===== src/rtl/core/zpc_pkg.sv =====
package zpc_pkg;

    localparam int DEF_MAX_WIDTH      = 1024;
    localparam int DEF_MAX_HEIGHT     = 1024;
    localparam int DEF_MAX_KERNEL     = 9;
    localparam int DEF_COEF_FRAC_BITS = 12;

    localparam int PIX_W      = 8;
    localparam int COEF_W     = 16;
    localparam int IDX_W      = 7;
    localparam int REQ_W      = 2;
    localparam int CFG_W      = 11;
    localparam int CFG_ADDR_W = 2;
    localparam int KSIZE_W    = 4;
    localparam int PIX_MAX    = 255;

    localparam logic [REQ_W-1:0] REQ_COEF  = 2'd0;
    localparam logic [REQ_W-1:0] REQ_PIXEL = 2'd1;
    localparam logic [REQ_W-1:0] REQ_FLUSH = 2'd2;

    localparam logic [CFG_ADDR_W-1:0] CFG_IMG_W = 2'd0;
    localparam logic [CFG_ADDR_W-1:0] CFG_IMG_H = 2'd1;
    localparam logic [CFG_ADDR_W-1:0] CFG_KER_W = 2'd2;
    localparam logic [CFG_ADDR_W-1:0] CFG_KER_H = 2'd3;

    // Per-item control carried down the pipeline
    typedef struct packed {
        logic coef_we;
        logic step;
        logic emit;
        logic last;
    } zpc_tag_t;

endpackage


===== src/rtl/core/zpc_front.sv =====
module zpc_front import zpc_pkg::*; #(
    parameter int MAX_WIDTH  = DEF_MAX_WIDTH,
    parameter int MAX_HEIGHT = DEF_MAX_HEIGHT,
    parameter int MAX_KERNEL = DEF_MAX_KERNEL,
    localparam int ADDR_W    = $clog2(MAX_WIDTH)
) (
    input  logic                         aclk,
    input  logic                         aresetn,
    input  logic                         adv,
    input  logic                         accept,
    input  logic [REQ_W-1:0]             req,
    input  logic [IDX_W-1:0]             coef_idx,
    input  logic signed [COEF_W-1:0]     coef_val,
    input  logic [PIX_W-1:0]             pix,
    input  logic                         cfg_we,
    input  logic [CFG_ADDR_W-1:0]        cfg_index,
    input  logic [CFG_W-1:0]             cfg_data,
    output logic [ADDR_W-1:0]            rd_addr,
    output zpc_tag_t                     s1_tag,
    output logic [ADDR_W-1:0]            s1_col,
    output logic [PIX_W-1:0]             s1_pix,
    output logic [IDX_W-1:0]             s1_coef_idx,
    output logic signed [COEF_W-1:0]     s1_coef_val,
    output logic [MAX_KERNEL-1:0]        s1_rowmask,
    output logic [MAX_KERNEL-1:0]        s1_colmask,
    output logic [KSIZE_W-1:0]           ker_w,
    output logic [KSIZE_W-1:0]           ker_h
);

    localparam int WDT_W  = $clog2(MAX_WIDTH + 1);
    localparam int HGT_W  = $clog2(MAX_HEIGHT + 1);
    localparam int ROW_W  = $clog2(MAX_HEIGHT + MAX_KERNEL + 1);
    localparam int OROW_W = $clog2(MAX_HEIGHT);
    localparam int AW     = $clog2(MAX_WIDTH + MAX_HEIGHT + 2 * MAX_KERNEL + 1) + 1;
    localparam int LEAD_W = $clog2(MAX_KERNEL * MAX_WIDTH + 1);
    localparam int W_RST  = (MAX_WIDTH < 1024) ? MAX_WIDTH : 1024;
    localparam int H_RST  = (MAX_HEIGHT < 1024) ? MAX_HEIGHT : 1024;
    localparam int K_RST  = (MAX_KERNEL < 3) ? MAX_KERNEL : 3;

    logic [WDT_W-1:0]   img_w_reg, img_w_next;
    logic [HGT_W-1:0]   img_h_reg, img_h_next;
    logic [KSIZE_W-1:0] ker_w_reg, ker_w_next;
    logic [KSIZE_W-1:0] ker_h_reg, ker_h_next;
    logic [ADDR_W-1:0]  col_reg, col_next;
    logic [ROW_W-1:0]   row_reg, row_next;
    logic [ADDR_W-1:0]  ocol_reg, ocol_next;
    logic [OROW_W-1:0]  orow_reg, orow_next;
    logic [LEAD_W-1:0]  lead_reg, lead_next;

    zpc_tag_t           s1_tag_reg, tag;
    logic [ADDR_W-1:0]  s1_col_reg;
    logic [PIX_W-1:0]   s1_pix_reg;
    logic [IDX_W-1:0]   s1_idx_reg;
    logic signed [COEF_W-1:0] s1_val_reg;
    logic [MAX_KERNEL-1:0] s1_rowmask_reg, s1_colmask_reg, rowmask, colmask;

    logic [AW-1:0] w_a, h_a, kw_a, kh_a, pad_w, pad_h, lat_c, lat_r;
    logic [AW-1:0] row_a, ocol_a, orow_a;
    logic [LEAD_W-1:0] lat_total;
    logic          in_frame, step, emit, last;
    logic [KSIZE_W-1:0] k_raw, k_clamped;

    always_comb begin
        w_a    = AW'(img_w_reg);
        h_a    = AW'(img_h_reg);
        kw_a   = AW'(ker_w_reg);
        kh_a   = AW'(ker_h_reg);
        pad_w  = AW'(ker_w_reg >> 1);
        pad_h  = AW'(ker_h_reg >> 1);
        lat_c  = kw_a - AW'(1) - pad_w;
        lat_r  = kh_a - AW'(1) - pad_h;
        row_a  = AW'(row_reg);
        ocol_a = AW'(ocol_reg);
        orow_a = AW'(orow_reg);
        // Steps taken before the first output of the frame
        lat_total = LEAD_W'(lat_r) * LEAD_W'(w_a) + LEAD_W'(lat_c);

        in_frame = row_a < h_a;
        step     = (req == REQ_PIXEL) || ((req == REQ_FLUSH) && !in_frame);
        emit     = step && (lead_reg >= lat_total);
        last     = emit && (orow_a == h_a - AW'(1)) && (ocol_a == w_a - AW'(1));

        // Which kernel rows and columns land inside the image for this output
        for (int k = 0; k < MAX_KERNEL; k++) begin
            colmask[k] = (AW'(k) < kw_a) && (ocol_a + AW'(k) >= pad_w)
                         && (ocol_a + AW'(k) < w_a + pad_w);
            rowmask[k] = (AW'(k) < kh_a) && (orow_a + AW'(k) >= pad_h)
                         && (orow_a + AW'(k) < h_a + pad_h);
        end

        tag.coef_we = (req == REQ_COEF) && (int'(coef_idx) < MAX_KERNEL * MAX_KERNEL);
        tag.step    = step;
        tag.emit    = emit;
        tag.last    = last;
    end

    always_comb begin
        k_raw = cfg_data[KSIZE_W-1:0];
        if (k_raw == '0) begin
            k_clamped = KSIZE_W'(1);
        end else if (int'(k_raw) > MAX_KERNEL) begin
            k_clamped = KSIZE_W'(MAX_KERNEL);
        end else begin
            k_clamped = k_raw;
        end
    end

    always_comb begin
        img_w_next = img_w_reg;
        img_h_next = img_h_reg;
        ker_w_next = ker_w_reg;
        ker_h_next = ker_h_reg;
        col_next   = col_reg;
        row_next   = row_reg;
        ocol_next  = ocol_reg;
        orow_next  = orow_reg;
        lead_next  = lead_reg;
        if (cfg_we) begin
            // Any register write restarts the frame
            col_next  = '0;
            row_next  = '0;
            ocol_next = '0;
            orow_next = '0;
            lead_next = '0;
            unique case (cfg_index)
                CFG_IMG_W: begin
                    if (cfg_data == '0) begin
                        img_w_next = WDT_W'(1);
                    end else if (int'(cfg_data) > MAX_WIDTH) begin
                        img_w_next = WDT_W'(MAX_WIDTH);
                    end else begin
                        img_w_next = WDT_W'(cfg_data);
                    end
                end
                CFG_IMG_H: begin
                    if (cfg_data == '0) begin
                        img_h_next = HGT_W'(1);
                    end else if (int'(cfg_data) > MAX_HEIGHT) begin
                        img_h_next = HGT_W'(MAX_HEIGHT);
                    end else begin
                        img_h_next = HGT_W'(cfg_data);
                    end
                end
                CFG_KER_W: ker_w_next = k_clamped;
                CFG_KER_H: ker_h_next = k_clamped;
                default: ;
            endcase
        end else if (accept && step) begin
            if (last) begin
                col_next  = '0;
                row_next  = '0;
                ocol_next = '0;
                orow_next = '0;
                lead_next = '0;
            end else begin
                if (lead_reg < lat_total) begin
                    lead_next = lead_reg + LEAD_W'(1);
                end
                if (AW'(col_reg) + AW'(1) >= w_a) begin
                    col_next = '0;
                    row_next = row_reg + ROW_W'(1);
                end else begin
                    col_next = col_reg + ADDR_W'(1);
                end
                if (emit) begin
                    if (ocol_a + AW'(1) >= w_a) begin
                        ocol_next = '0;
                        orow_next = orow_reg + OROW_W'(1);
                    end else begin
                        ocol_next = ocol_reg + ADDR_W'(1);
                    end
                end
            end
        end
    end

    always_ff @(posedge aclk) begin
        if (!aresetn) begin
            img_w_reg  <= WDT_W'(W_RST);
            img_h_reg  <= HGT_W'(H_RST);
            ker_w_reg  <= KSIZE_W'(K_RST);
            ker_h_reg  <= KSIZE_W'(K_RST);
            col_reg    <= '0;
            row_reg    <= '0;
            ocol_reg   <= '0;
            orow_reg   <= '0;
            lead_reg   <= '0;
            s1_tag_reg <= '0;
        end else begin
            img_w_reg <= img_w_next;
            img_h_reg <= img_h_next;
            ker_w_reg <= ker_w_next;
            ker_h_reg <= ker_h_next;
            col_reg   <= col_next;
            row_reg   <= row_next;
            ocol_reg  <= ocol_next;
            orow_reg  <= orow_next;
            lead_reg  <= lead_next;
            if (adv) begin
                s1_tag_reg <= accept ? tag : '0;
            end
        end
    end

    always_ff @(posedge aclk) begin
        if (accept) begin
            s1_col_reg     <= col_reg;
            s1_pix_reg     <= pix;
            s1_idx_reg     <= coef_idx;
            s1_val_reg     <= coef_val;
            s1_rowmask_reg <= rowmask;
            s1_colmask_reg <= colmask;
        end
    end

    assign rd_addr     = col_reg;
    assign s1_tag      = s1_tag_reg;
    assign s1_col      = s1_col_reg;
    assign s1_pix      = s1_pix_reg;
    assign s1_coef_idx = s1_idx_reg;
    assign s1_coef_val = s1_val_reg;
    assign s1_rowmask  = s1_rowmask_reg;
    assign s1_colmask  = s1_colmask_reg;
    assign ker_w       = ker_w_reg;
    assign ker_h       = ker_h_reg;

endmodule


===== config.mk =====
export PLATFORM = sky130hd
export DESIGN_NAME = zpc_front
export DESIGN_NICKNAME = d
export VERILOG_FILES = /design/src/rtl/core/zpc_pkg.sv /design/src/rtl/core/zpc_front.sv
export SDC_FILE = /design/constraint.sdc
export NUM_CORES = 1
export LEC_CHECK = 0
export BUFFER_PORTS_ARGS = -buffer_cell sky130_fd_sc_hd__buf_2
export CORE_MARGIN = 5
export CORE_UTILIZATION = 68
export CTS_BUF_LIST = sky130_fd_sc_hd__clkbuf_2 sky130_fd_sc_hd__clkbuf_4 sky130_fd_sc_hd__clkbuf_8
export DETAILED_ROUTE_END_ITERATION = 8
export PLACE_DENSITY_LB_ADDON = 0.08
export SYNTH_ARGS = -nofsm -noshare
export SYNTH_HDL_FRONTEND = slang
export SYNTH_SLANG_ARGS = --single-unit

===== constraint.sdc =====
create_clock -name aclk -period 16.23 [get_ports aclk]
set_input_delay 3.246 -clock aclk [delete_from_list [all_inputs] [get_ports aclk]]
set_output_delay 3.246 -clock aclk [all_outputs]
set_load 0.005 [all_outputs]

# Word level (Yosys, flattened, before mapping)
# Index checks and enable logic that the tools add are counted.
# Widths: inputs -> output; s select.
[word_totals]
rom_bits = 0
memories = 0
latch_bits = 0
mem_bits_rw = 0
reg_bits = 148
out_inout_bits = 81
[op_classes]
multipliers = 1
eq_ne = 7
shift = 0
n_reduce_logical = 61
div_mod_pow = 0
bitwise_logic = 1
n_mux = 17
n_lt_le_gt_ge = 62
addsub = 31
[op_table]
columns = ["op", "count"]
rows = [
  ["$ge 13x3->1", 16],
  ["$lt 11x13->1", 13],
  ["$add 10x3->11 const B", 8],
  ["$mux 10", 8],
  ["$add 10x2->11 const B", 4],
  ["$mux 11", 4],
  ["$logic_and 1x1->1", 42],
  ["$add 10x1->11 const B", 3],
  ["$lt 3x4->1 const A", 8],
  ["$add 10x1->10 const B", 3],
  ["$mux 14", 2],
  ["$eq 10x13->1", 2],
  ["$lt 10x13->1", 2],
  ["$add 11x3->12", 2],
  ["$lt 11x12->1", 2],
  ["$sub 11x1->12 const B", 2],
  ["$add 10x4->11 const B", 2],
  ["$ge 11x11->1", 2],
  ["$ge 10x3->1", 2],
  ["$lt 1x4->1 const A", 4],
  ["$lt 2x4->1 const A", 4],
  ["$add 14x1->14 const B", 1],
  ["$add 14x13->14", 1],
  ["$ge 14x14->1", 1],
  ["other kinds (24)", 42],
]

# Logic depth before layout (Yosys ltp)
# Gate-level depths: netlist (run 1).
[depth]
depth_word = 10
ltp_mapped = 38
ltp_nobuf = 34

# Worst setup path after synthesis (run 1)
# Ideal clock, no wire load.
[synth_timing]
path_kind = "register to register"
startpoint = "register ker_h_reg[1] (netlist: ker_h[1])"
endpoint = "register row_reg[2]"
n_path_buf = 3
required_time_ps = 16158
path_stages_with_launch = 37
setup_time_ps = 72
path_slack_ps = 7836
arrival_time_ps = 8322
synth_period_minus_slack_ps = 8394
path_cell_list = "dfxtp_1 inv_1 ha_1 clkbuf_1 inv_1 ha_1 a21o_1 a21o_1 o21ai_0 nand2_1 fa_1 inv_1 fa_1 inv_1 fa_1 inv_1 fa_1 inv_1 fa_1 inv_1 ha_1 nand2_1 o21ai_0 a21o_1 a21oi_1 xnor2_1 ha_1 nand4_1 nor4_1 or4_1 a21oi_1 nor3_1 a21oi_1 clkbuf_1 buf_2 nand2_1 mux2i_1"
[synth_between]
elab_chain_cells = 10
elab_cells_between_ends = 11
classes_between = "3 x add/sub; 1 x mul; 1 x order compare; 1 x mux; 5 x reduce/logical"
[synth_lines]
columns = ["item", "line_no", "source"]
rows = [
  ["from (decl)", "zpc_front.sv:43", "logic [KSIZE_W-1:0] ker_h_reg, ker_h_next;"],
  ["from (signal assigned)", "zpc_front.sv:182", "ker_h_reg <= KSIZE_W'(K_RST);"],
  ["from (signal assigned)", "zpc_front.sv:193", "ker_h_reg <= ker_h_next;"],
  ["$sub 4x1->5", "zpc_front.sv:71", "lat_r = kh_a - AW'(1) - pad_h;"],
  ["$sub 5x4->6 *", "zpc_front.sv:71", ""],
  ["$mul 13x11->14 *", "zpc_front.sv:76", "lat_total = LEAD_W'(lat_r) * LEAD_W'(w_a) + LEAD_W'(lat_c);"],
  ["$add 14x13->14 *", "zpc_front.sv:76", ""],
  ["$ge 14x14->1 *", "zpc_front.sv:80", "emit = step && (lead_reg >= lat_total);"],
  ["$logic_and 1x1->1 *", "zpc_front.sv:80", ""],
  ["$logic_and 1x1->1 * (2 in a row)", "zpc_front.sv:81", "last = emit && (orow_a == h_a - AW'(1)) && (ocol_a == w_a - AW'(1));"],
  ["$reduce_bool 2->1 (no line)", "--", ""],
  ["$reduce_and 2->1 (no line)", "--", ""],
  ["to (signal assigned)", "zpc_front.sv:195", "row_reg <= row_next;"],
  ["to (decl)", "zpc_front.sv:45", "logic [ROW_W-1:0] row_reg, row_next;"],
]
# Every way passes the cells marked *; elsewhere a longest branch is shown, timed or not.
# A chain may end at the register's enable or synchronous reset.

# Worst setup path after layout (run 1)
[layout_timing]
startpoint = "register ker_h_reg[1] (netlist: ker_h[1])"
endpoint = "register row_reg[1]"
# Same word-level chain as after synthesis.

==> metrics.md, run 1 <==
| Metric | Value |
|---|---|
| Outcome | `completed` |
| Tightest Pin Transition | `1.19 ns` |
| Power Total | `0.986 mW` |
| CP Capture Point | `row_reg[1]$_SDFFE_PP0P_` |
| Max reg flops | `16` |
| Pre-CTS setup slack | `6.88 ns` |
| ANT cells | `0` |
| Chip Width | `172 µm` |
| Maximum vdd drop | `41.4 µV` |
| Clock Sinks | `148` |
| Die area | `29,500 µm²` |
| Number of antenna violations at the first check in global routing | `0` |
| Most frequent standard cell in the layout excluding fill and tap cells | `ha_1` |
| Site Rows | `59` |
| Setup CP Type | `register to register` |
| GP Congestion | `0.963` |
| Final WL | `52.5 mm` |
| Worst-path clk slew | `0.11 ns` |
| HPWL after DPL | `40.2 mm` |
| Fillcell total | `1,999` |
| P_leak | `9.01 nW` |
| CTS resizes | `0` |
| Post-placement cell area | `18,800 µm²` |
| Final Net Count | `2,620` |
| I/O Buffers | `131` |
| Post-synth net total | `2,515` |
| Deepest clock path buffer count | `2` |
| Critical Path Start | `ker_h[1]$_SDFFE_PN1P_` |
| Gr usage total | `34.9%` |
| Final hold slack | `0.499 ns` |
| Worst Hold Class | `register to register` |
| Hold Buf Count CTS | `0` |
| MaxCap Viol Count | `0` |
| CTS tree | `done` |
| DRC | `0` |
| Ys async rst share | `0%` |
| CTS root buffer | `clkbuf_8` |
| EDFF count, synth | `59` |
| Setup Buffers After CTS | `0` |
| Crit path required time | `16.60 ns` |
| Clock Skew | `0.0317 ns` |
| Pwr dens | `51.3 nW/µm²` |
| TritonCTS Buffers | `17` |
| Final Cycle Share | `58.7%` |
| Top delay family on crit path | `adder cells` |
| Slew HR | `20.1%` |
| Max Clock Freq | `0.105 GHz` |
| FF-to-FF path depth | `32` |
| Largest cells by area after synthesis | `ha_1 22%, dfxtp_1 10%, edfxtp_1 10%, fa_1 6.9%, xnor2_1 5.8%` |
| Avg Synthesized Cell Area | `8.53 µm²` |
| Commonest non-fill, non-tap cells in the layout | `316 x ha_1, 201 x nand2_1, 196 x inv_1` |
| Htree depth | `4` |
| RSZ-0062 raised after global routing | `no` |
| Vias per cell | `6.40` |
| Number of global-route vias before repair | `15.7k` |
| Main synth FF type | `dfxtp_1` |
| Average wire per standard cell | `20.7 µm` |
| Antenna Nets Post-Route | `0` |
| Bufs and invs on worst path | `6` |
| CP max stage delay | `0.72 ns` |
| Grt ovf | `0` |
| Top cell type by total area after synthesis | `ha_1` |
| Final Hold Fails | `0` |
| Core ar. | `25,900 µm²` |
| Endpoints failing setup | `0` |
| Worst-Skew Late Latency | `0.50 ns` |
| Slew Limit Fails | `0` |
| Routed via count | `16.2k` |
| Die Span Y | `172 µm` |
| Yosys cell types | `76` |
| DR iter-0 viols | `1,478` |
| WP depth | `32` |
| Synthesized instance count | `2,087` |
| RR Startpoint | `ker_h[1]$_SDFFE_PN1P_` |
| Min cycle time layout | `9.53 ns` |
| CP arrival | `9.90 ns` |
| Synthesized area | `17,800 µm²` |
| Ports | `132` |
| Pin count of the biggest net entering global routing | `52` |
| FF-to-FF End | `row_reg[1]$_SDFFE_PP0P_` |
| Critical Path Sink Type | `register` |
| Share of cells above drive strength 1 | `10.5%` |
| Final WS setup | `6.70 ns` |
| Flop2flop setup slack | `6.70 ns` |
| Setup TNS | `0 ns` |
| CP Launch Type | `register` |
| CP max stage cell | `xnor2_1` |
| Register area share after synthesis | `20.0%` |
| Cell area after layout | `19,200 µm²` |
| Initial Util | `68.7%` |
| Worst-path fanout max | `14` |
| Layout area overhead | `7.99%` |
| Yosys reg bits | `148` |
| DR pass1 iterations | `5` |
| YS warnings | `0` |
| First-pass GRT wire length | `81.9 mm` |
| Share of the synthesized area in the top cell type | `22.2%` |
[worst reg2reg max path: cells and delay by family, from the launching register on]
family / cells / cell delay (ns)
xor gates and xnor gates: 2 / 0.87
DFF: 1 / 0.55
buffers and inverters: 6 / 0.68
and+or+nand+nor: 7 / 1.64
AOI/OAI and AO/OA: 8 / 1.68
adders and majority gates: 9 / 4.01
[worst min-delay path by stage]
stage	startpoint	slack (ns)	cells after the start	end
2_1_floorplan	row_reg[10]$_SDFFE_PP0P_	0.45	2	row_reg[10]$_SDFFE_PP0P_
3_3_place_gp	s1_tag[3]$_SDFFE_PN0P_	0.47	2	s1_tag[3]$_SDFFE_PN0P_
3_5_place_dp	s1_tag[3]$_SDFFE_PN0P_	0.48	2	s1_tag[3]$_SDFFE_PN0P_
4_1_cts	s1_tag[3]$_SDFFE_PN0P_	0.50	2	s1_tag[3]$_SDFFE_PN0P_
5_1_grt	lead_reg[13]$_SDFFE_PP0P_	0.52	2	lead_reg[13]$_SDFFE_PP0P_
6_report	s1_tag[3]$_SDFFE_PN0P_	0.50	2	s1_tag[3]$_SDFFE_PN0P_
[power by group]
| group | total (mW) | internal [mW] | switching, mW |
|---|---|---|---|
| Combinational | 0.266 | 0.109 | 0.157 |
| Clock | 0.312 | 0.129 | 0.183 |
| Sequential | 0.408 | 0.400 | 0.00812 |
| Total | 0.986 | 0.638 | 0.348 |
[area by class of cell]
class                   instances  area (µm²)  area share (%)
multi-input cells            1657       13200            68.5
flip-flops and latches        148        3550            18.5
clock buffers                  18         241            1.26
inverters                     196         736            3.83
repair buffers                172         963            5.01
clock inverters                14         144           0.749
well taps                     335         419            2.18
[routing by layer]
metal  part of all wire (%)  global-route usage [%]  wire length (µm)  vias up
li1                       -                       -                 -     7537
met1                     40                    44.8             21000     7721
met2                     46                    58.3             24300      804
met3                    9.3                    5.15              4860      182
met4                    4.5                    16.1              2360        0
met5                      0                       0                 0        -
[synth_stat cells, types with 10 or more instances]
cell,count
a211oi_1,13
a21boi_0,30
a21o_1,56
a21oi_1,107
a311oi_1,13
and2_1,18
and3_1,15
buf_2,12
clkbuf_1,65
dfxtp_1,89
edfxtp_1,59
fa_1,61
ha_1,316
inv_1,196
mux2i_1,17
nand2_1,201
nand2b_1,31
nand3_1,57
nand3b_1,10
nand4_1,29
nor2_1,109
nor2b_1,26
nor3_1,57
nor4_1,29
o211ai_1,19
o21a_1,55
o21ai_0,62
o21bai_1,10
or2_2,10
or3_1,13
or4_1,15
xnor2_1,118
xor2_1,76
[logic make-up after synthesis]
group	after synthesis	share of synthesized area (%)
flops	148	20.0
simple gates	643	18.2
xor+xnor	194	9.55
mux	19	1.08
fa+ha+maj	377	29.1
buf+inv	282	6.12
compound gates	424	16.0
[metrics by stage]
stage | util (%) | cells
2_1_floorplan | - | 2087
3_3_place_gp | 72.7 | 2508
3_5_place_dp | 72.7 | 2508
4_1_cts | 74.2 | 2540
5_1_grt | 74.2 | 2540
6_report | 74.2 | 2540
Power figures use the tool's default switching activity.
==> inputs of run 2 (changes only) <==
- CORE_UTILIZATION: 68 -> 64
- clock period: 16.23 -> 9.3 ns (I/O delays scaled with it)
==> run 2 against run 1 <==
  * Global-route usage decreased by 2.0 points
  * Cell count increased by 1.9%
  * First-iteration DRC count decreased by 7.8%
  * Critical endpoint is now ocol_reg[7]$_SDFFE_PP0P_
  * Largest cell class unchanged
==> metrics.md, run 2 (synthesis gave the netlist of run 1 again) <==
| Metric | Value |
|---|---|
| Commonest non-fill, non-tap cells in the layout | `316 x ha_1, 200 x nand2_1, 196 x inv_1` |
| Layout area overhead | `8.81%` |
| Final hold slack | `0.485 ns (-0.0134 ns)` |
| Setup CP Type | `register to register` |
| Number of global-route vias before repair | `15.9k (+1.3%)` |
| Antenna Nets Post-Route | `0 (unchanged)` |
| Grt peak-use layer | `met2` |
| Cell area after layout | `19,400 µm² (+0.76%)` |
| Final WS setup | `0.530 ns (-6.17 ns)` |
| WP depth | `33 (+3.1%)` |
| Clock Sinks | `148 (unchanged)` |
| Pwr dens | `89.6 nW/µm² (+75%)` |
| HPWL after DPL | `40.0 mm (-0.54%)` |
| Die area | `31,200 µm² (+5.9%)` |
| Max Clock Freq | `0.114 GHz (+8.6%)` |
| Met1 usage in global routing | `41.2% (-3.6 points)` |
| CTS tree | `done` |
| Worst Hold Class | `register to register` |
| Min-Delay Path Depth | `2 (unchanged)` |
| TritonCTS Buffers | `17 (unchanged)` |
| Share of cells above drive strength 1 | `10.9% (+0.42 points)` |
| Average wire per standard cell | `20.2 µm (-2.4%)` |
| Endpoints failing setup | `0 (unchanged)` |
| I/O Buffers | `131 (unchanged)` |
| Pin count of the biggest net entering global routing | `61 (+17%)` |
| Bufs and invs on worst path | `7 (+1)` |
| Min cycle time layout | `8.77 ns (-0.756 ns)` |
| CP max stage cell | `fa_1` |
| Met2 usage | `55.4% (-2.9 points)` |
| Number of antenna violations at the first check in global routing | `0 (unchanged)` |
| Final Net Count | `2,626 (+0.23%)` |
| P_leak | `9.06 nW (+0.60%)` |
| Final Hold Fails | `0 (unchanged)` |
| Pre-CTS setup slack | `-0.0667 ns (-6.95 ns)` |
| Util after Layout | `70.1% (-4.1 points)` |
| MaxCap Viol Count | `0 (unchanged)` |
| Maximum vdd drop | `100 µV (+140%)` |
| GP Congestion | `0.976 (+1.4%)` |
| Initial Util | `64.4% (-4.3 points)` |
| Gr usage total | `32.9% (-2.0 points)` |
| Tightest Pin Transition | `1.09 ns (-0.0957 ns)` |
| FF-to-FF path depth | `33 (+3.1%)` |
| Post-placement cell area | `18,900 µm² (+0.52%)` |
| DR iter-0 viols | `1,362 (-7.8%)` |
| Top delay family on crit path | `adder cells` |
| Clock Skew | `0.0274 ns (-0.00433 ns)` |
| Worst-path clk slew | `0.11 ns (about the same)` |
| Most frequent standard cell in the layout excluding fill and tap cells | `ha_1` |
| Vias per cell | `6.23 (-2.7%)` |
| Fillcell total | `2,274 (+14%)` |
| ANT cells | `0 (unchanged)` |
| Site Rows | `61 (+3.4%)` |
| DRC | `0 (unchanged)` |
| Power Total | `1.73 mW (+76%)` |
| Met3 global-route usage | `4.64% (-0.51 points)` |
| CTS root buffer | `clkbuf_8` |
| Max reg flops | `16 (unchanged)` |
| Final Cycle Share | `94.3% (+36 points)` |
| Outcome | `completed` |
| DR pass1 iterations | `7 (+2)` |
| Slew Limit Fails | `0 (unchanged)` |
| CP arrival | `9.13 ns (-0.77 ns)` |
| Setup TNS | `0 ns (unchanged)` |
| Crit path required time | `9.66 ns (-6.94 ns)` |
| Routed via count | `16.1k (-0.78%)` |
| RSZ-0062 raised after global routing | `yes` |
| Core ar. | `27,600 µm² (+6.6%)` |
| Chip Width | `177 µm (+2.9%)` |
| Ports | `132 (unchanged)` |
| CP Launch Type | `register` |
| Most frequent CP cell | `inv_1` |
| Slew HR | `26.9% (+6.8 points)` |
| Worst-path fanout max | `8 (-6)` |
| Placed cells | `2,557 (+2.0%)` |
| Final cell count without fillers | `2,589 (+1.9%)` |
| Worst-Skew Late Latency | `0.48 ns (-0.02 ns)` |
| Deepest clock path buffer count | `2 (unchanged)` |
| First-pass GRT wire length | `82.6 mm (+0.88%)` |
| Final WL | `52.2 mm (-0.50%)` |
| Grt ovf | `0 (unchanged)` |
| CP max stage delay | `0.71 ns (about the same)` |
| Die Span Y | `177 µm (+2.9%)` |
| Critical Path Sink Type | `register` |
| Htree depth | `4 (unchanged)` |
-- run 2: cell types whose count changed in the layout (fill, tap and decap cells not counted), sizes merged --
cell      change
buf           +6
clkinv        +2
clkinvlp      -1
inv           -1
-- run 2: repair_timing --
action | in CTS | in global routing
setup endpoints to repair | 22 | 48
gates resized for setup | 1 | 5
gates cloned | 0 | 0
hold buffers | 0 | 0
setup buffers | 0 | 0
pin swaps | 0 | 0
-- run 2: report_power, final --
part | total, mW | internal [mW] | switching, mW
sequential | 0.710 | 0.698 | 0.0126
clock | 0.557 | 0.229 | 0.327
combinational | 0.468 | 0.193 | 0.275
-- run 2: final cells by class --
| class | instances | area [µm²] | area share, % |
|---|---|---|---|
| multi-input cells | 1657 | 13200 | 68.1 |
| flip-flops and latches | 148 | 3550 | 18.3 |
| repair buffers | 178 | 1010 | 5.21 |
| inverters | 196 | 736 | 3.80 |
| well taps | 378 | 473 | 2.44 |
| clock buffers | 18 | 241 | 1.25 |
| clock inverters | 14 | 161 | 0.833 |
-- run 2: tightest hold or removal path: stages, from the launching register on --
cell      delay, ns
dfxtp_1        0.32
nand2b_1       0.06
a21boi_0       0.07
-- run 2: path summary, 6_finish.rpt --
path                                        startpoint                       end  slack (ns)
worst min register to register  s1_tag[3]$_SDFFE_PN0P_    s1_tag[3]$_SDFFE_PN0P_        0.49
worst max-delay path             ker_h[1]$_SDFFE_PN1P_  ocol_reg[7]$_SDFFE_PP0P_        0.53
worst max register to register   ker_h[1]$_SDFFE_PN1P_  ocol_reg[7]$_SDFFE_PP0P_        0.53
worst min-delay path            s1_tag[3]$_SDFFE_PN0P_    s1_tag[3]$_SDFFE_PN0P_        0.49
-- run 2: layer usage --
metal	wire length [µm]	share of wire (%)
met1	21000	40
met2	24400	47
met3	3940	7.5
met4	2850	5.5
met5	0	0
